**src/rtl/core/thc_pkg.sv**
```systemverilog
// ----------------------------------------------------------------------------
// thc_pkg
// Shared types, constants and helpers for the temperature/humidity
// compensation core.
// ----------------------------------------------------------------------------
package thc_pkg;

  localparam int unsigned RAW_T_W   = 20;
  localparam int unsigned RAW_H_W   = 16;
  localparam int unsigned TEMP_W    = 16;
  localparam int unsigned HUM_W     = 17;
  localparam int unsigned CFG_AW    = 5;
  localparam int unsigned CFG_DW    = 32;

  localparam logic [2:0] REG_CAL_T1    = 3'd0;
  localparam logic [2:0] REG_CAL_T2    = 3'd1;
  localparam logic [2:0] REG_CAL_T3    = 3'd2;
  localparam logic [2:0] REG_CAL_H1    = 3'd3;
  localparam logic [2:0] REG_CAL_H2    = 3'd4;
  localparam logic [2:0] REG_CAL_H3    = 3'd5;
  localparam logic [2:0] REG_CAL_H4_H5 = 3'd6;
  localparam logic [2:0] REG_CAL_H6    = 3'd7;

  localparam logic [31:0] TFINE_OFFSET = 32'd76800;
  localparam logic [31:0] HUM_LIMIT    = 32'd419430400;
  localparam logic [31:0] P_ROUND      = 32'd16384;
  localparam logic [31:0] Q_OFFSET     = 32'd2097152;
  localparam logic [31:0] QB_OFFSET    = 32'd32768;
  localparam logic [31:0] QH_ROUND     = 32'd8192;
  localparam logic [31:0] T_ROUND      = 32'd128;

  typedef struct packed {
    logic [15:0] cal_t1;
    logic [15:0] cal_t2;
    logic [15:0] cal_t3;
    logic [7:0]  cal_h1;
    logic [15:0] cal_h2;
    logic [7:0]  cal_h3;
    logic [23:0] cal_h4_h5;
    logic [7:0]  cal_h6;
  } cal_t;

  function automatic logic [31:0] asr32(input logic [31:0] v, input logic [4:0] s);
    return $unsigned($signed(v) >>> s);
  endfunction

endpackage

```
**src/rtl/core/thc_cfg_regs.sv**
```systemverilog
// ----------------------------------------------------------------------------
// thc_cfg_regs
// APB-style register file holding the factory calibration words.
// ----------------------------------------------------------------------------
module thc_cfg_regs (
  input  logic                      clk,
  input  logic                      rst_n,
  input  logic                      psel,
  input  logic                      penable,
  input  logic                      pwrite,
  input  logic [thc_pkg::CFG_AW-1:0] paddr,
  input  logic [thc_pkg::CFG_DW-1:0] pwdata,
  output logic [thc_pkg::CFG_DW-1:0] prdata,
  output logic                      pready,
  output thc_pkg::cal_t             cal
);
  import thc_pkg::*;

  cal_t       cal_r;
  logic [2:0] idx;
  logic       wr_en;

  assign idx    = paddr[4:2];
  assign wr_en  = psel && penable && pwrite;
  assign pready = 1'b1;
  assign cal    = cal_r;

  always_ff @(posedge clk) begin
    if (!rst_n) begin
      cal_r <= '0;
    end else if (wr_en) begin
      case (idx)
        REG_CAL_T1:    cal_r.cal_t1    <= pwdata[15:0];
        REG_CAL_T2:    cal_r.cal_t2    <= pwdata[15:0];
        REG_CAL_T3:    cal_r.cal_t3    <= pwdata[15:0];
        REG_CAL_H1:    cal_r.cal_h1    <= pwdata[7:0];
        REG_CAL_H2:    cal_r.cal_h2    <= pwdata[15:0];
        REG_CAL_H3:    cal_r.cal_h3    <= pwdata[7:0];
        REG_CAL_H4_H5: cal_r.cal_h4_h5 <= pwdata[23:0];
        REG_CAL_H6:    cal_r.cal_h6    <= pwdata[7:0];
        default: begin
        end
      endcase
    end
  end

  always_comb begin
    case (idx)
      REG_CAL_T1:    prdata = {16'd0, cal_r.cal_t1};
      REG_CAL_T2:    prdata = {16'd0, cal_r.cal_t2};
      REG_CAL_T3:    prdata = {16'd0, cal_r.cal_t3};
      REG_CAL_H1:    prdata = {24'd0, cal_r.cal_h1};
      REG_CAL_H2:    prdata = {16'd0, cal_r.cal_h2};
      REG_CAL_H3:    prdata = {24'd0, cal_r.cal_h3};
      REG_CAL_H4_H5: prdata = {8'd0, cal_r.cal_h4_h5};
      REG_CAL_H6:    prdata = {24'd0, cal_r.cal_h6};
      default:       prdata = '0;
    endcase
  end

endmodule

```
**config.mk**
```make
export PLATFORM = sky130hd
export DESIGN_NAME = thc_cfg_regs
export DESIGN_NICKNAME = d
export VERILOG_FILES = /design/src/rtl/core/thc_pkg.sv /design/src/rtl/core/thc_cfg_regs.sv
export SDC_FILE = /design/constraint.sdc
export NUM_CORES = 1
export LEC_CHECK = 0
export ABC_AREA = 1
export BUFFER_PORTS_ARGS = -buffer_cell sky130_fd_sc_hd__buf_2
export CAP_MARGIN = 5
export CORE_ASPECT_RATIO = 0.7
export CORE_UTILIZATION = 54
export DETAILED_ROUTE_END_ITERATION = 8
export PLACE_DENSITY = 0.91
export SLEW_MARGIN = 0
export SYNTH_ARGS = -nofsm -noshare
export SYNTH_HDL_FRONTEND = slang
export SYNTH_SLANG_ARGS = --single-unit
```
**constraint.sdc**
```tcl
create_clock -name clk -period 7.1 [get_ports clk]
set_input_delay 2.13 -clock clk [delete_from_list [all_inputs] [get_ports clk]]
set_output_delay 2.13 -clock clk [all_outputs]
set_load 0.01 [all_outputs]
```
==> impl_metrics.ini <==
[sta]
finalCritPeriodShare = 0.8555
fin_ws_ns = 1.026
timing_hold_violations_final = 0
worst_pin_slew_ns = 0.9452
rsz0062_at_grt = false
finalSetupViolCount = 0
fmax_ghz = 0.1646
period_minus_slack_ns = 6.074
skew_ns = 0
setup_tns_ns = 0
maxSlewViolCount = 0
slew_headroom = 0.3699
whs_ns = 0.5108

[clocking]
clock_latency_ns = 0.35
root_buffer = clkbuf_16
cts_hold_buf = 0
cts_resized = 0
clockBufferDepth = 2
cts_buffers = 9
cts_tree = done
clock_sinks = 112
htree_levels = 3
path_clk_slew_ns = 0.07
cts_setup_buffers = 0

[cells_and_area]
fin_area_um2 = 6289
largest_register_ff_count = 112
drive_above_1_share = 0.2372
antenna_cells = 0
finalNetCount = 918
n_fill_cell = 835
layout-area-overhead-vs-synth_pct = 19.90
fin_util = 0.6796
instances_no_fill = 1005

[logic_synthesis]
yosysUniqueCellTypes = 21
syn_avg_cell_area_um2 = 6.947
synth_top_area_frac = 0.4275
syn_inst = 755
syn_area_um2 = 5245
synth-seq-cells = 112
ys_top_cells_by_area = dfxtp_1, nor2_1, o21ai_0, nor3_1, nand2_1
ys_seq_area_frac = 0.4275
synth.largest_area_cell = dfxtp_1
yosys_warnings = 0

[grt]
grt_pass1_wl_um = 25880
antenna_found_initial = 0
grt_max_degree = 113
gr-total-overflow = 0
top_usage_layer = met1
use_met2 = 0.4587
use_met1 = 0.4822
track_usage = 0.3279
grtUsageMet3 = 0.08899
grt_pass1_vias = 4847

[pwr]
ir_drop_mv = 0.1602
p_per_area_nw_per_um2 = 205.4
p_leak_nw = 3.039
total_power_mw = 1.291

[drt]
wl_um = 16490
vias_per_cell = 5.642
drtPass1Iterations = 6
drt_iter0_markers = 657
wl_per_cell_um = 16.41
drc = 0
postRouteAntennaNets = 0
vias = 5670

[worst_setup_path]
slowest_delay_ns = 0.57
startpoint = paddr[3]
cp_slowest_cell = nand3_2
reg2reg_to = cal[73]
path_common_cell = buf_2
r2r_slack_ns = 6.37
crit_chain = buf_2, nand3_2, o21ai_0, nor2_1, nand2_1, buf_2
endpoint_kind = output pin
crit_fanout = 29
crit_type = in2out
crit_end = prdata[10]
r2r_start = cal[73]
cp.arrival_ns = 3.94
start_kind = input port
r2r_cells = 2
cp.required_ns = 4.97

[floorplanning]
rows = 29
die_area_um2 = 10120
core-area_um2 = 9253
start_util = 0.5669
ios = 187
fp.dieW_um = 119.8
die_h_um = 84.46

[flow_run]
drv_cap = 0

[placed_design]
placed_area_um2 = 5966
place_ws_ns = 1.075
place_inst = 989
place_hpwl_um = 11170
io_buffer_count = 167
gp_congestion = 0.9374

[worst_hold_path]
min_path_type = reg2reg
hp-start = cal[0]

[outcome]
status = finished, final reports clean
[kinds of logic (layout without fill, tap and decap cells)]
family | after synthesis | count (layout) | share of synthesized area
simple gates | 419 | 419 | 0.3662
compound gates | 120 | 120 | 0.1145
flops | 112 | 112 | 0.4275
buf+inv | 102 | 221 | 0.09041
other cells | 2 | 9 | 0.001432
[worst min-delay path by stage]
stage | cells past startpoint | to | slack, ns
after detailed placement | 2 | cal[0] | 0.49
after CTS | 2 | cal[0] | 0.50
final | 2 | cal[0] | 0.51
after floorplan | 2 | cal[5] | 0.52
after global routing | 2 | cal[6] | 0.53
after global placement | 2 | cal[0] | 0.50
[layout make-up]
cell class | instances | area, um^2 | area share
Timing Repair Buffer | 173 | 880.8 | 0.1401
Sequential cell | 112 | 2242 | 0.3565
Clock buffer | 11 | 242.7 | 0.03860
Multi-Input combinational cell | 548 | 2567 | 0.4083
Clock inverter | 5 | 80.08 | 0.01273
Inverter | 32 | 120.1 | 0.01910
Tap cell | 124 | 155.1 | 0.02467
[cell usage after synthesis]
cell / instances
conb_1: 2
nor2_4: 6
inv_2: 4
nor2_1: 160
o21ai_1: 14
buf_2: 22
nand3_2: 3
buf_6: 2
dfxtp_1: 112
nor3_1: 104
nand2_2: 2
nand4_1: 33
buf_1: 3
nand3_1: 25
nand3_4: 2
nand2_1: 81
buf_4: 13
nor2_2: 3
clkbuf_1: 30
o21ai_0: 106
inv_1: 28
[critical path, delay by kind of cell]
family          cells  cell delay (ns)
compound gates      1             0.53
buf+inv             2             0.54
simple gates        3             0.74
[layout by cell type, fill, tap and decap left out, drive strengths merged]
cell / netlist / routed
conb: 2 / 9
nor2: 169 / 169
clkinvlp: 0 / 2
nand3: 30 / 30
buf: 40 / 173
bufinv: 0 / 2
clkinv: 0 / 1
o21ai: 120 / 120
nand2: 83 / 83
clkbuf: 30 / 11
inv: 32 / 32
dfxtp: 112 / 112
nor3: 104 / 104
nand4: 33 / 33
[power by group]
group	leakage (nW)	switching (mW)	internal, mW	total [mW]
combinational	1.98	0.0792	0.0249	0.104
sequential	0.904	0.00678	0.636	0.643
clock	0.152	0.226	0.318	0.545
[per-layer routing]
metal | routed length [um] | share of wire
met5 | 0 | 0
met2 | 6923 | 0.42
met3 | 1857 | 0.11
met1 | 7388 | 0.45
met4 | 322 | 0.020
(Power assumes the default switching activity.)
