==> config.mk <==
export PLATFORM = sky130hd
export DESIGN_NAME = thc_temp_pipe
export DESIGN_NICKNAME = d
export VERILOG_FILES = /design/src/rtl/core/thc_pkg.sv /design/src/rtl/core/thc_temp_pipe.sv
export SDC_FILE = /design/constraint.sdc
export NUM_CORES = 2
export LEC_CHECK = 0
export BUFFER_PORTS_ARGS = -buffer_cell sky130_fd_sc_hd__buf_2
export CORE_ASPECT_RATIO = 2
export CORE_MARGIN = 2
export CORE_UTILIZATION = 55
export DETAILED_ROUTE_END_ITERATION = 16
export GPL_TIMING_DRIVEN = 0
export PLACE_DENSITY = 0.72
export SLEW_MARGIN = 20
export SYNTH_ARGS = -nofsm -noshare
export SYNTH_HDL_FRONTEND = slang
export SYNTH_SLANG_ARGS = --single-unit
==> constraint.sdc <==
create_clock -name clk -period 13.71 [get_ports clk]
set_input_delay 4.113 -clock clk [delete_from_list [all_inputs] [get_ports clk]]
set_output_delay 4.113 -clock clk [all_outputs]
set_load 0.05 [all_outputs]
==> src/rtl/core/thc_pkg.sv <==
// ----------------------------------------------------------------------------
// thc_pkg
// Shared types, constants and helpers for the temperature/humidity
// compensation core.
// ----------------------------------------------------------------------------
package thc_pkg;

  localparam int unsigned RAW_T_W   = 20;
  localparam int unsigned RAW_H_W   = 16;
  localparam int unsigned TEMP_W    = 16;
  localparam int unsigned HUM_W     = 17;
  localparam int unsigned CFG_AW    = 5;
  localparam int unsigned CFG_DW    = 32;

  localparam logic [2:0] REG_CAL_T1    = 3'd0;
  localparam logic [2:0] REG_CAL_T2    = 3'd1;
  localparam logic [2:0] REG_CAL_T3    = 3'd2;
  localparam logic [2:0] REG_CAL_H1    = 3'd3;
  localparam logic [2:0] REG_CAL_H2    = 3'd4;
  localparam logic [2:0] REG_CAL_H3    = 3'd5;
  localparam logic [2:0] REG_CAL_H4_H5 = 3'd6;
  localparam logic [2:0] REG_CAL_H6    = 3'd7;

  localparam logic [31:0] TFINE_OFFSET = 32'd76800;
  localparam logic [31:0] HUM_LIMIT    = 32'd419430400;
  localparam logic [31:0] P_ROUND      = 32'd16384;
  localparam logic [31:0] Q_OFFSET     = 32'd2097152;
  localparam logic [31:0] QB_OFFSET    = 32'd32768;
  localparam logic [31:0] QH_ROUND     = 32'd8192;
  localparam logic [31:0] T_ROUND      = 32'd128;

  typedef struct packed {
    logic [15:0] cal_t1;
    logic [15:0] cal_t2;
    logic [15:0] cal_t3;
    logic [7:0]  cal_h1;
    logic [15:0] cal_h2;
    logic [7:0]  cal_h3;
    logic [23:0] cal_h4_h5;
    logic [7:0]  cal_h6;
  } cal_t;

  function automatic logic [31:0] asr32(input logic [31:0] v, input logic [4:0] s);
    return $unsigned($signed(v) >>> s);
  endfunction

endpackage

==> src/rtl/core/thc_temp_pipe.sv <==
// ----------------------------------------------------------------------------
// thc_temp_pipe
// Four-stage pipeline forming the fine temperature term.
// ----------------------------------------------------------------------------
module thc_temp_pipe (
  input  logic                        clk,
  input  logic                        rst_n,
  input  thc_pkg::cal_t               cal,
  input  logic                        up_valid,
  output logic                        up_ready,
  input  logic [thc_pkg::RAW_T_W-1:0] raw_t,
  input  logic [thc_pkg::RAW_H_W-1:0] raw_h,
  output logic                        dn_valid,
  input  logic                        dn_ready,
  output logic [31:0]                 tfine,
  output logic [thc_pkg::RAW_H_W-1:0] dn_raw_h
);
  import thc_pkg::*;

  logic v1_r, v2_r, v3_r, v4_r;
  logic en1, en2, en3, en4;

  logic [31:0] t2s, t3s;
  logic [31:0] a_nxt, b_nxt;
  logic [31:0] a_r, b_r;
  logic [31:0] pa_r, pbb_r;
  logic [31:0] var1_r, m_r;
  logic [31:0] tfine_r;
  logic [RAW_H_W-1:0] h1_r, h2_r, h3_r, h4_r;

  assign en4 = !v4_r || dn_ready;
  assign en3 = !v3_r || en4;
  assign en2 = !v2_r || en3;
  assign en1 = !v1_r || en2;
  assign up_ready = en1;

  assign t2s = {{16{cal.cal_t2[15]}}, cal.cal_t2};
  assign t3s = {{16{cal.cal_t3[15]}}, cal.cal_t3};

  always_comb begin
    a_nxt = ({12'd0, raw_t} >> 3) - {15'd0, cal.cal_t1, 1'b0};
    b_nxt = ({12'd0, raw_t} >> 4) - {16'd0, cal.cal_t1};
  end

  always_ff @(posedge clk) begin
    if (!rst_n) begin
      v1_r <= 1'b0;
      v2_r <= 1'b0;
      v3_r <= 1'b0;
      v4_r <= 1'b0;
    end else begin
      if (en1) v1_r <= up_valid;
      if (en2) v2_r <= v1_r;
      if (en3) v3_r <= v2_r;
      if (en4) v4_r <= v3_r;
    end
  end

  always_ff @(posedge clk) begin
    if (en1) begin
      a_r  <= a_nxt;
      b_r  <= b_nxt;
      h1_r <= raw_h;
    end
    if (en2) begin
      pa_r  <= a_r * t2s;
      pbb_r <= b_r * b_r;
      h2_r  <= h1_r;
    end
    if (en3) begin
      var1_r <= asr32(pa_r, 5'd11);
      m_r    <= asr32(pbb_r, 5'd12) * t3s;
      h3_r   <= h2_r;
    end
    if (en4) begin
      tfine_r <= var1_r + asr32(m_r, 5'd14);
      h4_r    <= h3_r;
    end
  end

  assign dn_valid = v4_r;
  assign tfine    = tfine_r;
  assign dn_raw_h = h4_r;

endmodule

==> summary.md <==
| Metric | Value |
|---|---|
| Status | `completed` |
| Setup TNS | `0 ns` |
| Via count | `~27,000` |
| Post-synth EDFFs | `~180` |
| Postcts setup bufs | `0` |
| Vias in the first global route | `30,334` |
| Core box area | `0.0698 mm2` |
| Post-DP HPWL | `89.5 mm` |
| Worst-Skew Late Latency | `0.49 ns` |
| Endpoint type of the worst setup path | `flip-flop` |
| Synthesized area per cell | `10.1 um2` |
| CTS root buf | `clkbuf_16` |
| Final setup fails | `0` |
| Final min period | `11.12 ns` |
| Die height | `379 um` |
| IO Count | `202` |
| Worst hold path stage count | `0` |
| Synth warnings | `0` |
| Fillers | `5,929` |
| TritonCTS clock tree | `done` |
| Tightest Hold Check Type | `flip-flop to flip-flop` |
| Design Area, Final | `0.0411 mm2` |
| All-Layer GR Usage | `0.303` |
| # nets final | `5,307` |
| Max clock buf depth | `2` |
| CTS Buf Count | `17` |
| CTS Hold Bufs | `0` |
| DR iter-0 viols | `1,285` |
| Initial antenna violation count | `5` |
| Hold EP | `dn_raw_h[7]$_DFFE_PP_` |
| Slowest stage delay, CP | `~0.57 ns` |
| Worst EP required | `13.92 ns` |
| Crit Path Class | `input port to flip-flop` |
| R2R Setup Slk | `4.42 ns` |
| Worst Tran Pin Value | `between 1 and 1.5 ns` |
| Syn nets | `between 5,000 and 6,000` |
| Worst Reg-to-Reg Cells | `29` |
| Sink Count | `188` |
| Starting Density | `0.555` |
| Multi-input combinational cell area | `0.0288 mm2` |
| Worst Clk Skew | `0.0364 ns` |
| Post-Synthesis Cells | `3,823` |
| Post-synth cell types | `72` |
| P&R area growth vs syn | `6.31%` |
| Max Cap Viol | `0` |
| Worst path most repeated cell | `fa_1` |
| Layout cells sized above 1 | `0.0478` |
| Site Rows | `137` |
| Sequential element share of the synthesized area | `0.145` |
| Full die area | `0.0726 mm2` |
| Final Hold Viols | `0` |
| Synthesized area | `~0.039 mm2` |
| Ys async rst share | `0` |
| Die width | `between 150 and 200 um` |
| Synth Register Bits | `188` |
| Worst r2r src | `a_r[5]$_DFFE_PP_` |
| First-pass GRT wire length | `161 mm` |
| Slew Viols, Final | `0` |
| Hold Path Origin | `h3_r[7]$_DFFE_PP_` |
| Fmax | `~90 MHz` |
| Clock-pin slew on the worst setup and hold paths | `approximately 0.09 ns` |
| Register area | `approximately 0.0056 mm2` |
| Final clock period utilization by the worst path | `0.811` |
| Top FF cell, synth | `edfxtp_1` |
| Max_slew headroom | `0.304` |
| Cell Area, Placed | `a little over 0.04 mm2` |
| Drt total wl | `104 mm` |
| Crit-path slowest cell | `fa_1` |
| Routed Antenna Nets | `0` |
| Routed wire length per instance | `around 21 um` |
| CP Max Fanout | `10` |
| Critical path data arrival time | `11.34 ns` |
| # H-tree levels | `4` |
| 1st-pass router iterations | `6` |
| Port Buf Inserts | `around 120` |
| Final RePlAce weighted congestion | `roughly 0.97` |
| RSZ-0062 raised after global routing | `no` |
| Largest net degree at the start of global routing | `between 50 and 60` |
| Vias per cell | `5.45` |
| Startpoint Class | `input port` |
| DRC Markers | `0` |
| R2r endpoint | `pbb_r[31]$_DFFE_PP_` |
| Post-CTS sizing | `0` |
| GRT Residual Overflow | `0` |
[stage by stage]
step / utilization / worst slack (ns) / hold WS, ns / std cells
5_1_grt: 0.590 / 2.24 / 0.417 / 4879
3_3_place_gp: 0.579 / 2.15 / 0.401 / 4843
6_report: 0.590 / 2.59 / 0.412 / 4881
3_5_place_dp: 0.580 / 2.09 / 0.405 / 4845
2_1_floorplan: - / 3.46 / 0.400 / 3823
4_1_cts: 0.590 / 2.60 / 0.416 / 4877
[placed cells by master, fill, tap and decap left out, types with 5 or more instances in the layout]
cell type,Yosys,layout
nor2_1,82,82
buf_4,11,11
nand2_1,424,422
inv_12,0,6
and2_1,311,311
ha_1,334,334
fa_1,860,860
inv_1,996,994
a21o_1,27,27
clkbuf_16,0,17
o21a_1,14,14
a211oi_1,10,10
nand3_1,15,15
o21ai_0,39,39
clkbuf_1,129,129
a21oi_1,42,42
nand2b_1,34,34
xnor2_1,113,113
edfxtp_1,184,184
or2_2,5,5
or3_1,8,8
and3_1,11,11
nor2b_1,21,21
nand4_1,11,11
nor3_1,19,19
buf_2,0,117
a21boi_0,5,5
xor2_1,42,42
[logic make-up after synthesis]
logic type / share of synthesized area
xor gates and xnor gates: 0.0351
DFF: 0.145
and+or+nand+nor: 0.121
adders and majority gates: 0.553
muxes: 0.000259
buffers and inverters: 0.112
AOI/OAI and AO/OA: 0.0340
[critical path, delay by kind of cell]
kind | cells | cell delay, ns
fa+ha+maj | 7 | 3.55
buf+inv | 8 | 1.45
simple gates | 1 | 0.17
xor+xnor | 1 | 0.12
compound gates | 9 | 1.92
[flip-flops by register name (all words and copies together), names as in the netlist]
signal,count
m_r,18
var1_r,21
h3_r,16
h2_r,16
tfine,22
dn_valid,1
v3_r,1
v2_r,1
v1_r,1
h1_r,16
dn_raw_h,16
pa_r,21
pbb_r,20
a_r,18
[final cells by class]
class / instances / area share
Clock inverter: 15 / 0.00563
Timing Repair Buffer: 119 / 0.0154
Clock buffer: 17 / 0.0103
Inverter: 998 / 0.0911
Multi-Input combinational cell: 2495 / 0.700
Tap cell: 903 / 0.0275
Antenna cell: 4 / 0.000243
Sequential cell: 188 / 0.136
Buffer: 142 / 0.0140
[worst max-delay path by stage]
| stage | start | slack, ns | endpoint | cells past startpoint |
|---|---|---|---|---|
| global route | cal[65] | 2.24 | m_r[30]$_DFFE_PP_ | 26 |
| detailed placement | cal[65] | 2.09 | m_r[30]$_DFFE_PP_ | 26 |
| finish | cal[65] | 2.59 | m_r[30]$_DFFE_PP_ | 26 |
| CTS | cal[65] | 2.60 | m_r[30]$_DFFE_PP_ | 26 |
| global placement | cal[65] | 2.15 | m_r[30]$_DFFE_PP_ | 26 |
| floorplan | cal[65] | 3.46 | m_r[30]$_DFFE_PP_ | 25 |
[cell usage after synthesis (3+ instances only)]
cell	count	share of area
o21ai_0	39	0.0050
nand2b_1	34	0.0055
nand4_1	11	0.0018
or2_2	5	0.00081
a21o_1	27	0.0052
ha_1	334	0.11
a31o_2	4	0.00091
nor2b_1	21	0.0034
nand3_1	15	0.0019
nor2_1	82	0.0080
clkbuf_1	129	0.013
a21boi_0	5	0.00097
or3_1	8	0.0013
o21bai_1	4	0.00078
o21a_1	14	0.0027
inv_1	996	0.097
a211oi_2	3	0.00097
a31oi_1	4	0.00065
o31ai_1	4	0.00078
buf_4	11	0.0021
a21oi_1	42	0.0054
fa_1	860	0.44
a211oi_1	10	0.0019
nand2_1	424	0.041
xnor2_1	113	0.026
edfxtp_1	184	0.14
xor2_1	42	0.0095
and2_1	311	0.050
and3_1	11	0.0018
o21ai_1	3	0.00039
dfxtp_1	4	0.0021
nor3_1	19	0.0025
[routing by layer]
layer	global-route usage	wire (um)	up-vias
met5	0	5	-
li1	-	-	11542
met4	0.278	11600	2
met3	0.0380	4380	496
met2	0.570	57000	989
met1	0.275	30700	13574
Power is not shown: default switching activity piles up to over one toggle a cycle in this logic, so the estimate is an artifact.
